**src/design/dci_pkg.sv**
```systemverilog
// Diode curve interpolator package: calibration ROM, widths, lookup helpers.
// No dependencies.
`timescale 1ns / 1ps
`default_nettype none
package dci_pkg;

    localparam int ROM_POINTS      = 75;
    localparam int CURVE_POINTS_DEF = 75;

    localparam int V_W    = 21;  // microvolts
    localparam int T_W    = 19;  // millikelvin
    localparam int SEG_W  = 7;
    localparam int DT_W   = 16;  // largest temperature step between points
    localparam int SPAN_W = 17;  // largest voltage step between points
    localparam int PROD_W = DT_W + SPAN_W;
    localparam int Q_W    = 16;  // quotient < dt

    localparam logic [V_W-1:0] CURVE_UV [ROM_POINTS] = '{
        21'd90570,   21'd110239,  21'd136555,  21'd179181,  21'd265393,
        21'd349522,  21'd452797,  21'd513393,  21'd563128,  21'd607845,
        21'd648723,  21'd686936,  21'd722511,  21'd755487,  21'd786992,
        21'd817025,  21'd844538,  21'd869583,  21'd893230,  21'd914469,
        21'd934356,  21'd952903,  21'd970134,  21'd986073,  21'd998925,
        21'd1010640, 21'd1021250, 21'd1031670, 21'd1041890, 21'd1051920,
        21'd1062770, 21'd1074720, 21'd1091100, 21'd1096020, 21'd1100140,
        21'd1103930, 21'd1107020, 21'd1109740, 21'd1112040, 21'd1114140,
        21'd1116280, 21'd1118530, 21'd1120900, 21'd1123400, 21'd1125890,
        21'd1129130, 21'd1134940, 21'd1144950, 21'd1162970, 21'd1176510,
        21'd1194750, 21'd1242080, 21'd1261220, 21'd1278110, 21'd1294300,
        21'd1310700, 21'd1327270, 21'd1345060, 21'd1364230, 21'd1383610,
        21'd1404540, 21'd1427320, 21'd1452060, 21'd1485780, 21'd1535230,
        21'd1566840, 21'd1583580, 21'd1596900, 21'd1607560, 21'd1621250,
        21'd1629450, 21'd1635160, 21'd1639430, 21'd1642610, 21'd1644300
    };

    localparam logic [T_W-1:0] CURVE_MK [ROM_POINTS] = '{
        19'd500000, 19'd491000, 19'd479500, 19'd461500, 19'd425500,
        19'd390000, 19'd346000, 19'd320000, 19'd298500, 19'd279000,
        19'd261000, 19'd244000, 19'd228000, 19'd213000, 19'd198500,
        19'd184500, 19'd171500, 19'd159500, 19'd148000, 19'd137500,
        19'd127500, 19'd118000, 19'd109000, 19'd100500, 19'd93500,
        19'd87000,  19'd81000,  19'd75000,  19'd69000,  19'd63000,
        19'd56400,  19'd49000,  19'd38700,  19'd35700,  19'd33300,
        19'd31200,  19'd29600,  19'd28300,  19'd27300,  19'd26500,
        19'd25800,  19'd25200,  19'd24700,  19'd24300,  19'd24000,
        19'd23700,  19'd23300,  19'd22800,  19'd22000,  19'd21300,
        19'd20200,  19'd17100,  19'd15900,  19'd14900,  19'd14000,
        19'd13150,  19'd12350,  19'd11550,  19'd10750,  19'd10000,
        19'd9250,   19'd8500,   19'd7750,   19'd6800,   19'd5460,
        19'd4560,   19'd4040,   19'd3580,   19'd3180,   19'd2620,
        19'd2260,   19'd1980,   19'd1740,   19'd1530,   19'd1400
    };

    // Indexes past the ROM read as zero.
    function automatic logic [V_W-1:0] rom_uv(input logic [SEG_W-1:0] idx);
        logic [V_W-1:0] r;
        r = '0;
        for (int k = 0; k < ROM_POINTS; k++)
        begin
            if (idx == SEG_W'(k))
            begin
                r = CURVE_UV[k];
            end
        end
        return r;
    endfunction

    function automatic logic [T_W-1:0] rom_mk(input logic [SEG_W-1:0] idx);
        logic [T_W-1:0] r;
        r = '0;
        for (int k = 0; k < ROM_POINTS; k++)
        begin
            if (idx == SEG_W'(k))
            begin
                r = CURVE_MK[k];
            end
        end
        return r;
    endfunction

endpackage
`default_nettype wire

```
**src/design/diode_curve_interpolator.sv**
```systemverilog
// Diode curve interpolator top level: compare, lookup, multiply, divide pipeline.
// Depends on dci_pkg (calibration ROM and widths).
`timescale 1ns / 1ps
`default_nettype none

// Converts a diode voltage (uV) to temperature (mK) over the calibration curve.
// Fully pipelined: one transfer accepted per cycle while in_stall is low. Stage 1
// compares the sample against every curve point, stage 2 counts points below it
// (segment index), stage 3 reads the ROM and forms the differences, stage 4
// multiplies, then 16 restoring-division stages produce one quotient bit each,
// and a final stage adds T[i]. The whole pipe advances together; in_stall rises
// only when a finished result waits on out_stall. Samples at or below V[0] or
// above the last point give in_range 0, temp_mk 0 and segment 0.
module diode_curve_interpolator #(
    parameter int CURVE_POINTS = dci_pkg::CURVE_POINTS_DEF
) (
    input  wire                          clk,
    input  wire                          rst_n,
    input  wire                          in_valid,
    output logic                         in_stall,
    input  wire  [dci_pkg::V_W-1:0]      voltage_uv,
    output logic                         out_valid,
    input  wire                          out_stall,
    output logic [dci_pkg::T_W-1:0]      temp_mk,
    output logic                         in_range,
    output logic [dci_pkg::SEG_W-1:0]    segment
);

    localparam int NPTS = (CURVE_POINTS < dci_pkg::ROM_POINTS) ?
                          CURVE_POINTS : dci_pkg::ROM_POINTS;
    localparam int NDIV = dci_pkg::Q_W;

    logic advance;
    assign advance  = !(out_valid && out_stall);
    assign in_stall = !advance;

    // stage 1: thermometer of points below the sample
    logic                          s1_valid_reg;
    logic [dci_pkg::V_W-1:0]       s1_v_reg;
    logic [dci_pkg::ROM_POINTS-1:0] s1_gt_reg;
    logic [dci_pkg::ROM_POINTS-1:0] s1_gt_next;

    always_comb
    begin
        for (int k = 0; k < dci_pkg::ROM_POINTS; k++)
        begin
            s1_gt_next[k] = (voltage_uv > dci_pkg::CURVE_UV[k]);
        end
    end

    // stage 2: segment index
    logic                          s2_valid_reg;
    logic [dci_pkg::V_W-1:0]       s2_v_reg;
    logic [dci_pkg::SEG_W-1:0]     s2_seg_reg;
    logic                          s2_inr_reg;
    logic [dci_pkg::SEG_W-1:0]     s2_cnt_next;

    assign s2_cnt_next = dci_pkg::SEG_W'($countones(s1_gt_reg));

    // stage 3: ROM read and differences
    logic                          s3_valid_reg;
    logic [dci_pkg::DT_W-1:0]      s3_dt_reg;
    logic [dci_pkg::SPAN_W-1:0]    s3_diff_reg;
    logic [dci_pkg::SPAN_W-1:0]    s3_span_reg;
    logic [dci_pkg::T_W-1:0]       s3_thi_reg;
    logic [dci_pkg::SEG_W-1:0]     s3_seg_reg;
    logic                          s3_inr_reg;

    logic [dci_pkg::V_W-1:0] vhi, vlo;
    logic [dci_pkg::T_W-1:0] thi, tlo;
    assign vhi = dci_pkg::rom_uv(s2_seg_reg);
    assign vlo = dci_pkg::rom_uv(s2_seg_reg - 1'b1);
    assign thi = dci_pkg::rom_mk(s2_seg_reg);
    assign tlo = dci_pkg::rom_mk(s2_seg_reg - 1'b1);

    // stage 4: product feeds the divider
    logic [dci_pkg::PROD_W-1:0]    prod_next;
    assign prod_next = (s3_span_reg == '0) ? '0 :
                       dci_pkg::PROD_W'(s3_dt_reg) * dci_pkg::PROD_W'(s3_diff_reg);

    // divider stages 0..NDIV; stage 0 is loaded from the product
    logic                          d_valid_reg [NDIV+1];
    logic [dci_pkg::SPAN_W-1:0]    d_rem_reg   [NDIV+1];
    logic [NDIV-1:0]               d_low_reg   [NDIV+1];
    logic [dci_pkg::Q_W-1:0]       d_q_reg     [NDIV+1];
    logic [dci_pkg::SPAN_W-1:0]    d_span_reg  [NDIV+1];
    logic [dci_pkg::T_W-1:0]       d_thi_reg   [NDIV+1];
    logic [dci_pkg::SEG_W-1:0]     d_seg_reg   [NDIV+1];
    logic                          d_inr_reg   [NDIV+1];

    logic [dci_pkg::SPAN_W:0]      d_trial [NDIV];
    logic                          d_bit   [NDIV];

    always_comb
    begin
        for (int k = 0; k < NDIV; k++)
        begin
            d_trial[k] = {d_rem_reg[k], d_low_reg[k][NDIV-1]};
            d_bit[k]   = (d_trial[k] >= {1'b0, d_span_reg[k]});
        end
    end

    always_ff @(posedge clk or negedge rst_n)
    begin
        if (!rst_n)
        begin
            s1_valid_reg <= 1'b0;
            s2_valid_reg <= 1'b0;
            s3_valid_reg <= 1'b0;
            out_valid    <= 1'b0;
            for (int k = 0; k <= NDIV; k++)
            begin
                d_valid_reg[k] <= 1'b0;
            end
        end
        else if (advance)
        begin
            s1_valid_reg   <= in_valid;
            s2_valid_reg   <= s1_valid_reg;
            s3_valid_reg   <= s2_valid_reg;
            d_valid_reg[0] <= s3_valid_reg;
            for (int k = 1; k <= NDIV; k++)
            begin
                d_valid_reg[k] <= d_valid_reg[k-1];
            end
            out_valid <= d_valid_reg[NDIV];
        end
    end

    always_ff @(posedge clk)
    begin
        if (advance)
        begin
            s1_v_reg  <= voltage_uv;
            s1_gt_reg <= s1_gt_next;

            s2_v_reg   <= s1_v_reg;
            s2_inr_reg <= (s2_cnt_next != '0) && (s2_cnt_next < dci_pkg::SEG_W'(NPTS));
            s2_seg_reg <= ((s2_cnt_next != '0) && (s2_cnt_next < dci_pkg::SEG_W'(NPTS))) ?
                          s2_cnt_next : '0;

            // out of range: zero step and base so the result comes out zero
            s3_inr_reg  <= s2_inr_reg;
            s3_seg_reg  <= s2_seg_reg;
            s3_thi_reg  <= s2_inr_reg ? thi : '0;
            s3_dt_reg   <= (s2_inr_reg && tlo >= thi) ? dci_pkg::DT_W'(tlo - thi) : '0;
            s3_diff_reg <= dci_pkg::SPAN_W'(vhi - s2_v_reg);
            s3_span_reg <= dci_pkg::SPAN_W'(vhi - vlo);

            // quotient is below 2^16, so the top bits are already below span
            d_rem_reg[0]  <= prod_next[dci_pkg::PROD_W-1:NDIV];
            d_low_reg[0]  <= prod_next[NDIV-1:0];
            d_q_reg[0]    <= '0;
            d_span_reg[0] <= s3_span_reg;
            d_thi_reg[0]  <= s3_thi_reg;
            d_seg_reg[0]  <= s3_seg_reg;
            d_inr_reg[0]  <= s3_inr_reg;

            for (int k = 1; k <= NDIV; k++)
            begin
                d_rem_reg[k]  <= d_bit[k-1] ?
                                 dci_pkg::SPAN_W'(d_trial[k-1] - {1'b0, d_span_reg[k-1]}) :
                                 dci_pkg::SPAN_W'(d_trial[k-1]);
                d_low_reg[k]  <= {d_low_reg[k-1][NDIV-2:0], 1'b0};
                d_q_reg[k]    <= {d_q_reg[k-1][dci_pkg::Q_W-2:0], d_bit[k-1]};
                d_span_reg[k] <= d_span_reg[k-1];
                d_thi_reg[k]  <= d_thi_reg[k-1];
                d_seg_reg[k]  <= d_seg_reg[k-1];
                d_inr_reg[k]  <= d_inr_reg[k-1];
            end

            temp_mk  <= d_thi_reg[NDIV] + dci_pkg::T_W'(d_q_reg[NDIV]);
            in_range <= d_inr_reg[NDIV];
            segment  <= d_seg_reg[NDIV];
        end
    end

    // out-of-range results carry zero temperature and segment
    a_oor_zero: assert property (@(posedge clk) disable iff (!rst_n)
        (out_valid && !in_range) |-> (temp_mk == '0 && segment == '0))
        else $error("out-of-range result not zeroed");

    // in-range segment lies inside the curve
    a_seg_bounds: assert property (@(posedge clk) disable iff (!rst_n)
        (out_valid && in_range) |->
        (segment != '0 && segment < dci_pkg::SEG_W'(NPTS)))
        else $error("segment outside curve");

    // input back-pressure only from a waiting result
    a_stall_cause: assert property (@(posedge clk) disable iff (!rst_n)
        in_stall |-> (out_valid && out_stall))
        else $error("input stalled without output back-pressure");

endmodule
`default_nettype wire

```
**config.mk**
```make
export PLATFORM = sky130hd
export DESIGN_NAME = diode_curve_interpolator
export DESIGN_NICKNAME = d
export VERILOG_FILES = /design/src/design/dci_pkg.sv /design/src/design/diode_curve_interpolator.sv
export SDC_FILE = /design/constraint.sdc
export NUM_CORES = 2
export LEC_CHECK = 0
export ABC_AREA = 1
export BUFFER_PORTS_ARGS = -buffer_cell sky130_fd_sc_hd__clkbuf_2
export CAP_MARGIN = 20
export CORE_ASPECT_RATIO = 1.2
export CORE_MARGIN = 2
export CORE_UTILIZATION = 50
export CTS_CLUSTER_DIAMETER = 150
export DETAILED_ROUTE_END_ITERATION = 6
export GPL_TIMING_DRIVEN = 0
export PLACE_DENSITY = 0.65
export SETUP_SLACK_MARGIN = 0.15
export SYNTH_ARGS = -nofsm -noshare
export SYNTH_HDL_FRONTEND = slang
export SYNTH_SLANG_ARGS = --single-unit
export TNS_END_PERCENT = 100
```
**constraint.sdc**
```tcl
create_clock -name clk -period 85.8 [get_ports clk]
set_input_delay 8.58 -clock clk [delete_from_list [all_inputs] [get_ports clk]]
set_output_delay 8.58 -clock clk [all_outputs]
set_load 0.005 [all_outputs]
```
==> results.sh <==
export IMPL_status="finished clean"
export IMPL_grt_max_degree=79
export IMPL_synth_simple_gate_area_frac=0.138
export IMPL_skew_ps=38.8
export IMPL_critical_path_class="input port to output port"
export IMPL_rows=162
export IMPL_wirelength_um=260000
export IMPL_drt_initial_drc_count=4769
export IMPL_first_pass_iters=6
export IMPL_floorplan_die_area_um2=167000
export IMPL_tightest_slew_ps=1210
export IMPL_numCtsBuffers=144
export IMPL_fillers=13900
export IMPL_wl_per_cell_um=25.3
export IMPL_vias=58700
export IMPL_ant_nets=0
export IMPL_core_area_um2=162000
export IMPL_synthAdderAreaFrac=0.138
export IMPL_synth_xor_xnor_area_share=0.0300
export IMPL_syn_area_per_cell_um2=10.5
export IMPL_clkSinkCount=1482
export IMPL_synthTopCellsByArea="edfxtp_1 54%, ha_1 7.1%, fa_1 6.8%"
export IMPL_syn2layout_area_growth_pct=10.0
export IMPL_grt_ovfl_total=0
export IMPL_drive_above_1_share=0.0455
export IMPL_slew_headroom=0.191
export IMPL_grt_usage=0.311
export IMPL_clockBufferDepth=3
export IMPL_slew_viol_final=0
export IMPL_synthArstFlopShare=0.0142
export IMPL_synthCells=7795
export IMPL_crit_required_ps=77220
export IMPL_crit_arrival_ps=9400
export IMPL_synth_ff_type="edfxtp_1"
export IMPL_grt_pass1_vias=60000
export IMPL_synth_distinct_cells=57
export IMPL_final_setup_viol_count=0
export IMPL_yosys_area_top_type="edfxtp_1"
export IMPL_drcViolationCount=0
export IMPL_crit_path_start_kind="input port"
export IMPL_place_port_buffers=51
export IMPL_worst_slack_ps=67820
export IMPL_hold_viol=0
export IMPL_tns_ps=0
export IMPL_die_x_um=373
export IMPL_dp_worst_setup_slack_ps=67840
export IMPL_clockRootBuffer="clkbuf_16"
export IMPL_finalCritPeriodShare=0.210
export IMPL_place_gp_congestion=1.03
export IMPL_cts_tree="built"
export IMPL_clk_pin_slew_ps=60
export IMPL_crit_fanout=10
export IMPL_die_h_um=447
export IMPL_fin_nets=8779
export IMPL_synth_compound_area_frac=0.0806
export IMPL_yosys_warnings=0
export IMPL_ctsResizeCount=0
export IMPL_hpwl_um=204000
export IMPL_seqCellArea_um2=44400
export IMPL_grt_pass1_wl_um=380000
export IMPL_synth_top_family_by_area="adder cells"
export IMPL_largest_register_ff_count=306
export IMPL_seq_area_frac_synth=0.543
export IMPL_yosysTopAreaCellShare=0.537
export IMPL_hold_class="register to register"
export IMPL_multi_input_area_um2=31700
export IMPL_synth_mux_area_frac=0.00124
export IMPL_synth_edf_count=1461
export IMPL_clk_latency_ps=810
export IMPL_ctsHoldBuffers=0
export IMPL_ios=54
export IMPL_max_freq_ghz=0.0556
export IMPL_ys_ff_latch=1482
export IMPL_yosys_top_cells_count="1461 x edfxtp_1, 1305 x inv_1, 996 x nand2_1"
export IMPL_min_period_ps=17980
export IMPL_netlist_area_um2=81700
export IMPL_avgViaCountPerCell=5.72
export IMPL_synth_fp_nets=8558
export IMPL_initial_core_util=0.503
export IMPL_antenna_found_initial=2
export IMPL_post_cts_buffers=0
export IMPL_cts_max_level=4
export IMPL_worstSetupEndpointType="output port"
export IMPL_rsz0062_at_grt="false"
export IMPL_post_synth_top_count_cell="edfxtp_1"
export IMPL_max_cap_viol_count=0
## area by class of cell
cell class / count / share of cell area
Multi-Input combinational cell: 4842 / 0.353
Sequential cell: 1482 / 0.494
Buffer: 141 / 0.00653
Clock inverter: 83 / 0.00995
Timing Repair Buffer: 75 / 0.00984
Inverter: 1330 / 0.0555
Antenna cell: 1 / 0.0000278
Tap cell: 2132 / 0.0297
Clock buffer: 176 / 0.0415
## metal layers
| metal | global-route usage | wire length, µm | vias to the layer above |
|---|---|---|---|
| met5 | 0 | 0 | - |
| met4 | 0.219 | 21200 | 0 |
| met3 | 0.0369 | 11900 | 768 |
| met2 | 0.556 | 132000 | 2168 |
| met1 | 0.346 | 95300 | 28600 |
| li1 | - | - | 27100 |
## critical path, cell delays in order
cell and delay (ps):
clkbuf_2 70, nand2_1 120, inv_1 100, clkbuf_1 330, clkbuf_2 190
## cell families (layout without fill, tap and decap cells)
logic type / Yosys count / in the layout
simple gates: 2635 / 2635
flops: 1482 / 1482
buf+inv: 1471 / 1805
compound gates: 1180 / 1180
fa+ha+maj: 738 / 738
xor+xnor: 280 / 280
mux: 9 / 9
other cells: 0 / 1
## through the flow
stage / hold slack, ps / util / cells / cell area [µm²]
finish: 394 / 0.554 / 10300 / 89900
global route: 410 / 0.554 / 10300 / 89900
CTS: 398 / 0.554 / 10300 / 89900
detailed placement: 405 / 0.525 / 10000 / 85300
global placement: 400 / 0.521 / 9978 / 84600
floorplan: 400 / - / 7795 / 81700
## path summary, 6_finish.rpt
check	startpoint	depth (start not counted)	slack, ps	to
min in group asynchronous	rst_n	1	7730	s3_valid_reg$_DFFE_PN0N_
max reg2reg	s2_seg_reg[0]$_SDFFCE_PN0N_	27	78230	s3_dt_reg[3]$_SDFFCE_PN0N_
min	d_low_reg[0][77]$_DFFE_PN_	0	390	d_low_reg[0][94]$_DFFE_PN_
max in group asynchronous	rst_n	1	77740	d_valid_reg[13]$_DFFE_PN0N_
max	out_stall	5	67820	in_stall
min reg2reg	d_low_reg[0][77]$_DFFE_PN_	0	390	d_low_reg[0][94]$_DFFE_PN_
## cells in the final DEF, fill, tap and decap left out, types with 11 or more instances in the layout
| master | count |
|---|---|
| a21oi_1 | 647 |
| buf_16 | 21 |
| o21a_1 | 18 |
| buf_2 | 19 |
| xor2_1 | 167 |
| a31oi_1 | 36 |
| or2_2 | 12 |
| nor2_1 | 882 |
| inv_1 | 1305 |
| clkinv_1 | 32 |
| clkbuf_1 | 144 |
| o21ai_0 | 283 |
| clkinv_2 | 18 |
| o2111ai_1 | 17 |
| nand3_1 | 223 |
| o211ai_1 | 26 |
| dfrtp_1 | 21 |
| nand4_1 | 185 |
| a41oi_1 | 19 |
| nor3_1 | 204 |
| clkbuf_2 | 51 |
| fa_1 | 277 |
| o31ai_1 | 18 |
| nor4_1 | 91 |
| ha_1 | 461 |
| clkbuf_16 | 144 |
| a311oi_1 | 14 |
| o221ai_1 | 11 |
| xnor2_1 | 113 |
| inv_2 | 19 |
| nand2_1 | 996 |
| o21bai_1 | 25 |
| edfxtp_1 | 1461 |
Power is not shown: default switching activity piles up to over one toggle a cycle in this logic, so the estimate is an artifact.
